===== config.mk =====
export PLATFORM = sky130hd
export DESIGN_NAME = clock_command_line_parser
export DESIGN_NICKNAME = d
export VERILOG_FILES = /design/src/hw/rtl/clp_pkg.sv /design/src/hw/rtl/clock_command_line_parser.sv /design/src/hw/rtl/clp_scan.sv /design/src/hw/rtl/clp_judge.sv
export VERILOG_INCLUDE_DIRS = /design/src /design/src/hw/rtl
export SDC_FILE = /design/constraint.sdc
export NUM_CORES = 1
export LEC_CHECK = 0
export BUFFER_PORTS_ARGS = -buffer_cell sky130_fd_sc_hd__buf_2
export CAP_MARGIN = 40
export CORE_MARGIN = 1.5
export CORE_UTILIZATION = 45
export CTS_CLUSTER_SIZE = 10
export DETAILED_ROUTE_END_ITERATION = 8
export SLEW_MARGIN = 10
export SYNTH_ARGS = -nofsm -noshare
export SYNTH_HDL_FRONTEND = slang
export SYNTH_SLANG_ARGS = --single-unit

===== constraint.sdc =====
create_clock -name clk -period 11.6 [get_ports clk]
set_clock_uncertainty 0.15 [all_clocks]
set_input_delay 1.16 -clock clk [delete_from_list [all_inputs] [get_ports clk]]
set_output_delay 1.16 -clock clk [all_outputs]
set_load 0.005 [all_outputs]

===== src/hw/rtl/clock_command_line_parser_defines.svh =====
// Assertion helpers shared by the parser RTL.
`ifndef CLOCK_COMMAND_LINE_PARSER_DEFINES_SVH
`define CLOCK_COMMAND_LINE_PARSER_DEFINES_SVH

// Same-cycle implication, masked during reset.
`define CLP_ASSERT_IMP(label, clk, rst, ante, cons, msg) \
  label: assert property (@(posedge clk) disable iff (rst) (ante) |-> (cons)) \
    else $error(msg);

// Next-cycle implication, masked during reset.
`define CLP_ASSERT_NXT(label, clk, rst, ante, cons, msg) \
  label: assert property (@(posedge clk) disable iff (rst) (ante) |=> (cons)) \
    else $error(msg);

`endif


===== src/hw/rtl/clp_pkg.sv =====
package clp_pkg;

  // Line buffer limits
  localparam int LINE_CAPACITY = 32;
  localparam int LEN_W         = $clog2(LINE_CAPACITY + 1);
  localparam int STAMP_LEN     = 19;
  localparam int PREFIX_LEN    = 4;

  // Characters
  localparam logic [7:0] CHAR_LF    = 8'd10;
  localparam logic [7:0] CHAR_CR    = 8'd13;
  localparam logic [7:0] CHAR_DASH  = 8'h2D;
  localparam logic [7:0] CHAR_T     = 8'h54;
  localparam logic [7:0] CHAR_COLON = 8'h3A;
  localparam logic [7:0] CHAR_ZERO  = 8'h30;
  localparam logic [7:0] CHAR_NINE  = 8'h39;

  // Value limits
  localparam logic [13:0] YEAR_MIN = 14'd2000;
  localparam logic [13:0] YEAR_MAX = 14'd2099;
  localparam logic [13:0] YEAR_EPOCH = 14'd1900;
  localparam logic [6:0]  HOUR_MAX = 7'd23;
  localparam logic [6:0]  MIN_MAX  = 7'd59;
  localparam logic [6:0]  MONTH_MAX = 7'd12;

  // Keyword candidate flag bits
  localparam int FLAG_GET  = 0;
  localparam int FLAG_PING = 1;
  localparam int FLAG_SET  = 2;

  // Index of small timestamp fields; FIELD_NONE marks a separator slot
  localparam logic [2:0] FIELD_MONTH = 3'd0;
  localparam logic [2:0] FIELD_DAY   = 3'd1;
  localparam logic [2:0] FIELD_HOUR  = 3'd2;
  localparam logic [2:0] FIELD_MIN   = 3'd3;
  localparam logic [2:0] FIELD_SEC   = 3'd4;
  localparam logic [2:0] FIELD_NONE  = 3'd5;

  localparam int OUT_W  = 57;
  localparam int TDATA_W = ((OUT_W + 7) / 8) * 8;

  typedef enum logic [1:0] {
    KIND_GET   = 2'd0,
    KIND_PING  = 2'd1,
    KIND_SET   = 2'd2,
    KIND_ERROR = 2'd3
  } kind_t;

  typedef enum logic [2:0] {
    ERR_NONE     = 3'd0,
    ERR_BADCMD   = 3'd1,
    ERR_BADFMT   = 3'd2,
    ERR_BADVAL   = 3'd3,
    ERR_OVERFLOW = 3'd4
  } err_t;

  // Per-line scan state
  typedef struct packed {
    logic [LEN_W-1:0] len;
    logic             overflow;
    logic [2:0]       flags;
    logic             shape_ok;
    logic [13:0]      year;
    logic [6:0]       month;
    logic [6:0]       day;
    logic [6:0]       hours;
    logic [6:0]       minutes;
    logic [6:0]       seconds;
  } line_st_t;

  // Empty line: every keyword still possible, stamp shape still intact
  localparam line_st_t LINE_IDLE = '{
    len:      '0,
    overflow: 1'b0,
    flags:    3'b111,
    shape_ok: 1'b1,
    year:     '0,
    month:    '0,
    day:      '0,
    hours:    '0,
    minutes:  '0,
    seconds:  '0
  };

  // One result item, last field in the lowest bits
  typedef struct packed {
    logic [2:0]  weekday;
    logic [6:0]  seconds;
    logic [6:0]  minutes;
    logic [6:0]  hours;
    logic [6:0]  day_of_month;
    logic [6:0]  month;
    logic [13:0] year;
    err_t        error_code;
    kind_t       command_kind;
  } result_t;

  function automatic logic [7:0] kw_get_at(input logic [2:0] p);
    case (p)
      3'd0:    kw_get_at = 8'h54; // T
      3'd1:    kw_get_at = 8'h49; // I
      3'd2:    kw_get_at = 8'h4D; // M
      3'd3:    kw_get_at = 8'h45; // E
      3'd4:    kw_get_at = 8'h3F; // ?
      default: kw_get_at = 8'h00;
    endcase
  endfunction

  function automatic logic [7:0] kw_ping_at(input logic [1:0] p);
    case (p)
      2'd0:    kw_ping_at = 8'h50; // P
      2'd1:    kw_ping_at = 8'h49; // I
      2'd2:    kw_ping_at = 8'h4E; // N
      default: kw_ping_at = 8'h47; // G
    endcase
  endfunction

  function automatic logic [7:0] kw_set_at(input logic [1:0] p);
    case (p)
      2'd0:    kw_set_at = 8'h53; // S
      2'd1:    kw_set_at = 8'h45; // E
      2'd2:    kw_set_at = 8'h54; // T
      default: kw_set_at = 8'h20; // space
    endcase
  endfunction

  // Which two-digit field a stamp position feeds
  function automatic logic [2:0] field_of(input logic [4:0] q);
    case (q)
      5'd5, 5'd6:   field_of = FIELD_MONTH;
      5'd8, 5'd9:   field_of = FIELD_DAY;
      5'd11, 5'd12: field_of = FIELD_HOUR;
      5'd14, 5'd15: field_of = FIELD_MIN;
      5'd17, 5'd18: field_of = FIELD_SEC;
      default:      field_of = FIELD_NONE;
    endcase
  endfunction

  // Days in month, month given as 1..12
  function automatic logic [4:0] month_days(input logic [3:0] m);
    case (m)
      4'd2:                      month_days = 5'd28;
      4'd4, 4'd6, 4'd9, 4'd11:   month_days = 5'd30;
      default:                   month_days = 5'd31;
    endcase
  endfunction

  // Sakamoto month offsets, month given as 1..12
  function automatic logic [2:0] month_offset(input logic [3:0] m);
    case (m)
      4'd1, 4'd5:  month_offset = 3'd0;
      4'd2, 4'd6:  month_offset = 3'd3;
      4'd3, 4'd11: month_offset = 3'd2;
      4'd4:        month_offset = 3'd5;
      4'd7:        month_offset = 3'd5;
      4'd8:        month_offset = 3'd1;
      4'd9:        month_offset = 3'd4;
      4'd10:       month_offset = 3'd6;
      4'd12:       month_offset = 3'd4;
      default:     month_offset = 3'd0;
    endcase
  endfunction

endpackage


===== src/hw/rtl/clock_command_line_parser.sv =====
// Serial clock command parser. Feed one received character per input item;
// carriage returns are dropped and a newline closes the line. Each non-empty
// line yields exactly one result item: get, ping, set (with the parsed
// timestamp and ISO weekday) or an error code. Characters are taken at one
// per clock except while a newline is held; the byte passes an input register,
// updates the registered line state, and a newline moves its verdict into the
// output register. A newline is held in the input register only while a
// previous result has not been taken, and no other characters are taken meanwhile.
`include "clock_command_line_parser_defines.svh"

module clock_command_line_parser (
  input  logic                          clk,
  input  logic                          rst,
  input  logic                          s_axis_tvalid,
  output logic                          s_axis_tready,
  input  logic [7:0]                    s_axis_tdata,  // [7:0] rx_byte
  output logic                          m_axis_tvalid,
  input  logic                          m_axis_tready,
  // [1:0] command_kind, [4:2] error_code, [18:5] year, [25:19] month,
  // [32:26] day_of_month, [39:33] hours, [46:40] minutes,
  // [53:47] seconds, [56:54] weekday, rest zero
  output logic [clp_pkg::TDATA_W-1:0]   m_axis_tdata
);
  import clp_pkg::*;

  logic     in_valid;
  logic [7:0] in_byte;
  logic     is_nl;
  logic     out_free;
  logic     proc;
  logic     emit;
  line_st_t st;
  result_t  res;
  result_t  out_res;

  // Input register handshake
  assign is_nl         = (in_byte == CHAR_LF);
  assign out_free      = !m_axis_tvalid || m_axis_tready;
  assign proc          = in_valid && (!is_nl || out_free);
  assign s_axis_tready = !in_valid || proc;

  always_ff @(posedge clk) begin
    if (rst) begin
      in_valid <= 1'b0;
    end else if (s_axis_tvalid && s_axis_tready) begin
      in_valid <= 1'b1;
    end else if (proc) begin
      in_valid <= 1'b0;
    end
  end

  always_ff @(posedge clk) begin
    if (s_axis_tvalid && s_axis_tready) begin
      in_byte <= s_axis_tdata;
    end
  end

  clp_scan u_scan (
    .clk     (clk),
    .rst     (rst),
    .take    (proc),
    .rx_byte (in_byte),
    .st      (st)
  );

  clp_judge u_judge (
    .st   (st),
    .emit (emit),
    .res  (res)
  );

  // Output register
  always_ff @(posedge clk) begin
    if (rst) begin
      m_axis_tvalid <= 1'b0;
    end else if (proc && is_nl && emit) begin
      m_axis_tvalid <= 1'b1;
    end else if (m_axis_tready) begin
      m_axis_tvalid <= 1'b0;
    end
  end

  always_ff @(posedge clk) begin
    if (proc && is_nl && emit) begin
      out_res <= res;
    end
  end

  assign m_axis_tdata = {(TDATA_W - OUT_W)'(0), out_res};

  // Checks
  `CLP_ASSERT_NXT(a_nl_gives_item, clk, rst, proc && is_nl && emit, m_axis_tvalid,
    "judged line did not produce an item")
  `CLP_ASSERT_IMP(a_err_matches_kind, clk, rst,
    m_axis_tvalid && (out_res.command_kind != KIND_ERROR), out_res.error_code == ERR_NONE,
    "error code set on a non-error item")
  `CLP_ASSERT_IMP(a_weekday_only_on_set, clk, rst,
    m_axis_tvalid && (out_res.weekday != 3'd0), out_res.command_kind == KIND_SET,
    "weekday given outside a valid set")
  `CLP_ASSERT_IMP(a_len_bounded, clk, rst, 1'b1, st.len <= LEN_W'(LINE_CAPACITY),
    "line length beyond capacity")

endmodule


===== src/hw/rtl/clp_scan.sv =====
module clp_scan (
  input  logic              clk,
  input  logic              rst,
  input  logic              take,
  input  logic [7:0]        rx_byte,
  output clp_pkg::line_st_t st
);
  import clp_pkg::*;

  line_st_t st_next;

  logic [LEN_W-1:0] p;
  logic [LEN_W-1:0] q;
  logic             digit;
  logic [3:0]       d;
  logic [2:0]       fld;

  always_comb begin
    p     = st.len;
    q     = p - LEN_W'(PREFIX_LEN);
    digit = (rx_byte >= CHAR_ZERO) && (rx_byte <= CHAR_NINE);
    d     = digit ? 4'(rx_byte - CHAR_ZERO) : 4'd0;
    fld   = field_of(q[4:0]);
    st_next = st;
    if (take && (rx_byte != CHAR_CR)) begin
      if (rx_byte == CHAR_LF) begin
        // line judged elsewhere; back to the empty line
        st_next = LINE_IDLE;
      end else if (p == LEN_W'(LINE_CAPACITY)) begin
        st_next.overflow = 1'b1;
      end else begin
        st_next.len = p + LEN_W'(1);
        // keyword candidates
        if ((p >= LEN_W'(5)) || (rx_byte != kw_get_at(p[2:0])))
          st_next.flags[FLAG_GET] = 1'b0;
        if ((p >= LEN_W'(4)) || (rx_byte != kw_ping_at(p[1:0])))
          st_next.flags[FLAG_PING] = 1'b0;
        if (p < LEN_W'(PREFIX_LEN)) begin
          if (rx_byte != kw_set_at(p[1:0]))
            st_next.flags[FLAG_SET] = 1'b0;
        end else if (q >= LEN_W'(STAMP_LEN)) begin
          st_next.shape_ok = 1'b0;
        end else if ((q == LEN_W'(4)) || (q == LEN_W'(7))) begin
          if (rx_byte != CHAR_DASH) st_next.shape_ok = 1'b0;
        end else if (q == LEN_W'(10)) begin
          if (rx_byte != CHAR_T) st_next.shape_ok = 1'b0;
        end else if ((q == LEN_W'(13)) || (q == LEN_W'(16))) begin
          if (rx_byte != CHAR_COLON) st_next.shape_ok = 1'b0;
        end else if (!digit) begin
          st_next.shape_ok = 1'b0;
        end else if (q < LEN_W'(4)) begin
          st_next.year = (st.year << 3) + (st.year << 1) + 14'(d);
        end else begin
          // two-digit fields: times ten plus digit
          case (fld)
            FIELD_MONTH: st_next.month   = (st.month << 3) + (st.month << 1) + 7'(d);
            FIELD_DAY:   st_next.day     = (st.day << 3) + (st.day << 1) + 7'(d);
            FIELD_HOUR:  st_next.hours   = (st.hours << 3) + (st.hours << 1) + 7'(d);
            FIELD_MIN:   st_next.minutes = (st.minutes << 3) + (st.minutes << 1) + 7'(d);
            FIELD_SEC:   st_next.seconds = (st.seconds << 3) + (st.seconds << 1) + 7'(d);
            default:     st_next = st_next;
          endcase
        end
      end
    end
  end

  always_ff @(posedge clk) begin
    if (rst) begin
      st <= LINE_IDLE;
    end else begin
      st <= st_next;
    end
  end

endmodule


===== src/hw/rtl/clp_judge.sv =====
module clp_judge (
  input  clp_pkg::line_st_t st,
  output logic              emit,
  output clp_pkg::result_t  res
);
  import clp_pkg::*;

  logic        stamp_ok;
  logic [4:0]  dim;
  logic [13:0] yadj;
  logic [7:0]  t;
  logic [8:0]  dsum;
  logic [4:0]  s1;
  logic [3:0]  s2;
  logic [2:0]  r;

  always_comb begin
    // calendar and clock limits; years in range make leap a 4-divisibility test
    dim = month_days(st.month[3:0]);
    if ((st.month == 7'd2) && (st.year[1:0] == 2'b00))
      dim = 5'd29;
    stamp_ok = (st.year >= YEAR_MIN) && (st.year <= YEAR_MAX)
            && (st.month >= 7'd1) && (st.month <= MONTH_MAX)
            && (st.day >= 7'd1) && (st.day <= 7'(dim))
            && (st.hours <= HOUR_MAX) && (st.minutes <= MIN_MAX)
            && (st.seconds <= MIN_MAX);

    // Sakamoto's rule with the century terms folded into a constant
    // (valid years 1999..2099 after the Jan/Feb shift)
    yadj = st.year - ((st.month < 7'd3) ? 14'd1 : 14'd0);
    t    = 8'(yadj - YEAR_EPOCH);
    dsum = 9'(t) + 9'(t[7:2]) + 9'd1 + 9'(month_offset(st.month[3:0])) + 9'(st.day);
    // mod 7 by summing octal digits (8 = 1 mod 7)
    s1 = 5'(dsum[8:6]) + 5'(dsum[5:3]) + 5'(dsum[2:0]);
    s2 = 4'(s1[4:3]) + 4'(s1[2:0]);
    r  = (s2 >= 4'd7) ? 3'(s2 - 4'd7) : s2[2:0];

    emit = st.overflow || (st.len != '0);
    res  = '0;
    res.command_kind = KIND_ERROR;
    res.error_code   = ERR_BADCMD;
    if (st.overflow) begin
      res.error_code = ERR_OVERFLOW;
    end else if ((st.len == LEN_W'(5)) && st.flags[FLAG_GET]) begin
      res.command_kind = KIND_GET;
      res.error_code   = ERR_NONE;
    end else if ((st.len == LEN_W'(4)) && st.flags[FLAG_PING]) begin
      res.command_kind = KIND_PING;
      res.error_code   = ERR_NONE;
    end else if ((st.len >= LEN_W'(PREFIX_LEN)) && st.flags[FLAG_SET]) begin
      if ((st.len != LEN_W'(PREFIX_LEN + STAMP_LEN)) || !st.shape_ok) begin
        res.error_code = ERR_BADFMT;
      end else begin
        res.year         = st.year;
        res.month        = st.month;
        res.day_of_month = st.day;
        res.hours        = st.hours;
        res.minutes      = st.minutes;
        res.seconds      = st.seconds;
        if (stamp_ok) begin
          res.command_kind = KIND_SET;
          res.error_code   = ERR_NONE;
          res.weekday      = (r == 3'd0) ? 3'd7 : r;
        end else begin
          res.error_code = ERR_BADVAL;
        end
      end
    end
  end

endmodule


==> summary.txt <==
critical path arrival - 8070 ps
DR vias/cell - 5.34
combinational power share - 3.5%
number of global-route vias before repair - 7,050
num rows - 52
layout cell share with drive strength beyond 1 - 12.9%
Finished Cell Area - 10,500 um2
GRT Util Overall - 20.7%
dpl hpwl - 15,600 um
total core area - 20,400 um2
Die Y - 147 um
Int Pwr - 783 uW
RSZ-0062 raised after global routing - no
Post-CTS Setup Bufs - 0
min Tclk post-route - 8060 ps
sw power - 246 uW
Slowest-stage cell, CP - fa_1
switching part of the total - 23.9%
Largest stage delay, worst path - 520 ps
CTS tree - done
Max Slew Vio Count - 0
Max-slew headroom - 42.0%
DRT iter0 DRCs - 433
via count - 7,089
reg2reg path depth - 34
setup violators final - 0
CP bufs+invs - 5
async set-or-reset flop fraction in the synthesized netlist - 0%
first-pass GRT wire length - 35,600 um
H-Tree Level Count - 4
multi-input logic area - 5600 um2
Clk pwr share - 49.0%
CTS Sinks - 130
Reg area - 3250 um2
Skew-Pair Late Insertion Delay - 430 ps
r2r setup slk - 3540 ps
commonest cells after routing, fill and taps aside - ha_1, inv_1, a21oi_1
die area - 21,800 um2
GRT overflow - 0
RR Endpoint - m_axis_tdata[56]
Lkg Pwr - 4.68 nW
I/O Pins - 78
number of antenna violations at the first check in global routing - 0
Main synth FF type - edfxtp_1
status - complete, no violations
Placement Cell Area - 9960 um2
worst hold path type - flop to flop
TNS Setup - 0 ps
crit-path most repeated cell - ha_1
crit end category - flop
Fillers - 1,914
Synthesis Warnings - 0
Initial Utilization - 46.1%
Crit Path Category - flop to flop
min-delay src - u_scan.st[50]
Fmax - 0.124 GHz
# DRC - 0
mapped cell area - 9400 um2
Final nets - 1,196
Power Density - 97.9 nW/um2
Hold Buf Count CTS - 0
commonest non-fill, non-tap cell in the layout - ha_1
number of synthesized flops with an enable pin - 65
worst-margin pin slew - 867 ps
clock buffer depth - 2
Seq/Total Area, Yosys - 34.6%
Crit path required time - 11,610 ps
pin count of the biggest net entering global routing - 58
# diodes - 0
synthesized area per cell - 9.50 um2
port bufs - 70
die width - 147 um
hold path depth - 2
Worst Path Max Fanout - 4
Post-Synthesis Cells - 989
Synth Register Bits - 130
Max-cap violations - 0
routed len/inst - 16.1 um
# resized after CTS - 0
Seq pwr share - 47.5%
iteration count of the initial detailed-routing pass - 4
Worst R2R Start - u_scan.st[32]
Unique masters post-synth - 76
clk slew on worst S/H paths - 60 ps
final wirelength - 21,400 um
root buffer cell - clkbuf_16
remaining antenna violation count - 0
Synth-to-Final Area Change - 11.9%
Final Util - 51.6%
Tcrit/Tclk final - 69.5%
TritonCTS Buffers - 17
Hold Path End - u_scan.st[50]
startpoint type of the worst setup path - flop
RD Place Congestion - 0.836
Final Hold Vio Count - 0
Max VDD drop - 0.104 mV
Crit path max-delay family - adder cells
[layer usage]
layer	global-route usage [%]	up-vias	wire length, um
li1	-	3597	-
met2	34.2	131	10100
met4	8.80	0	559
met5	0	-	0
met3	3.30	34	672
met1	26.9	3327	10000
[sequential cells by signal (all words and copies together), names as in the netlist, named ones only]
| name | flops |
|---|---|
| m_axis_tvalid | 1 |
| in_byte | 8 |
| u_scan.st | 54 |
| m_axis_tdata | 57 |
| u_scan.p | 6 |
| in_valid | 1 |
[how the worst max path moves through the flow]
| stage | start | cells past startpoint | slack (ps) | to |
|---|---|---|---|---|
| 2_1_floorplan | u_scan.st[32] | 34 | 4130 | m_axis_tdata[56] |
| 3_3_place_gp | u_scan.st[32] | 34 | 3660 | m_axis_tdata[56] |
| 3_5_place_dp | u_scan.st[32] | 34 | 3550 | m_axis_tdata[56] |
| 4_1_cts | u_scan.st[32] | 34 | 3530 | m_axis_tdata[56] |
| 5_1_grt | u_scan.st[33] | 36 | 2900 | m_axis_tdata[56] |
| 6_report | u_scan.st[32] | 34 | 3540 | m_axis_tdata[56] |
[Yosys cell counts (12+ instances only)]
| cell type | instances | area (um2) |
|---|---|---|
| nor2_1 | 57 | 214 |
| a211oi_1 | 12 | 90.1 |
| dfxtp_1 | 65 | 1300 |
| xnor2_1 | 44 | 385 |
| nor2b_1 | 12 | 75.1 |
| clkbuf_1 | 29 | 109 |
| nand2b_1 | 22 | 138 |
| nand2_1 | 26 | 97.6 |
| ha_1 | 114 | 1430 |
| inv_1 | 88 | 330 |
| and2_1 | 41 | 257 |
| nor3_1 | 35 | 175 |
| nand3_1 | 41 | 205 |
| mux2i_1 | 19 | 190 |
| o21ai_0 | 42 | 210 |
| fa_1 | 25 | 500 |
| a21o_1 | 16 | 120 |
| edfxtp_1 | 65 | 1950 |
| a31oi_1 | 12 | 75.1 |
| a21oi_1 | 79 | 395 |
| xor2_1 | 13 | 114 |
[final cells by class]
class | count | area share (%)
timing repair buffer | 81 | 4.15
multi-input combinational | 726 | 53.2
clock inverter | 13 | 0.976
clock buffer | 19 | 4.31
inverter | 89 | 3.18
tap | 270 | 3.21
sequential | 130 | 30.9
[worst reg2reg max path: cells and delay by family, from the launching register on]
kind	cells	cell delay, ps
AOI/OAI and AO/OA	10	1920
xor gates and xnor gates	3	510
adders and majority gates	12	3730
buffers and inverters	5	330
DFF	1	330
muxes	1	250
and+or+nand+nor	3	590
[through the flow]
| step | total power [mW] | hold slack, ps | cells | worst slack (ps) |
|---|---|---|---|---|
| after detailed placement | 0.534 | 307 | 1296 | 3550 |
| final | 1.03 | 315 | 1328 | 3540 |
| after floorplan | 0.526 | 290 | 995 | 4130 |
| after global placement | 0.534 | 299 | 1292 | 3660 |
| after CTS | 1.04 | 317 | 1328 | 3530 |
| after global routing | 1.06 | 351 | 1328 | 2900 |
[logic make-up after synthesis]
family / Yosys count / share of synthesized area (%)
flip-flops: 130 / 34.6
XOR/XNOR: 58 / 5.49
AND/OR/NAND/NOR: 291 / 16.9
other: 1 / 0.0399
AO/OA/AOI/OAI: 211 / 14.1
multiplexers: 20 / 2.14
buffers and inverters: 139 / 6.14
adder cells (fa/ha/maj): 139 / 20.5
[power by group through the flow]
stage	clock network (mW)	registers, mW	logic [mW]
2_1_floorplan	0	0.494	0.0316
3_3_place_gp	0	0.499	0.0350
3_5_place_dp	0	0.499	0.0353
4_1_cts	0.515	0.489	0.0355
5_1_grt	0.534	0.490	0.0401
6_report	0.504	0.489	0.0355
No activity file was read; power rests on OpenSTA's default activity.
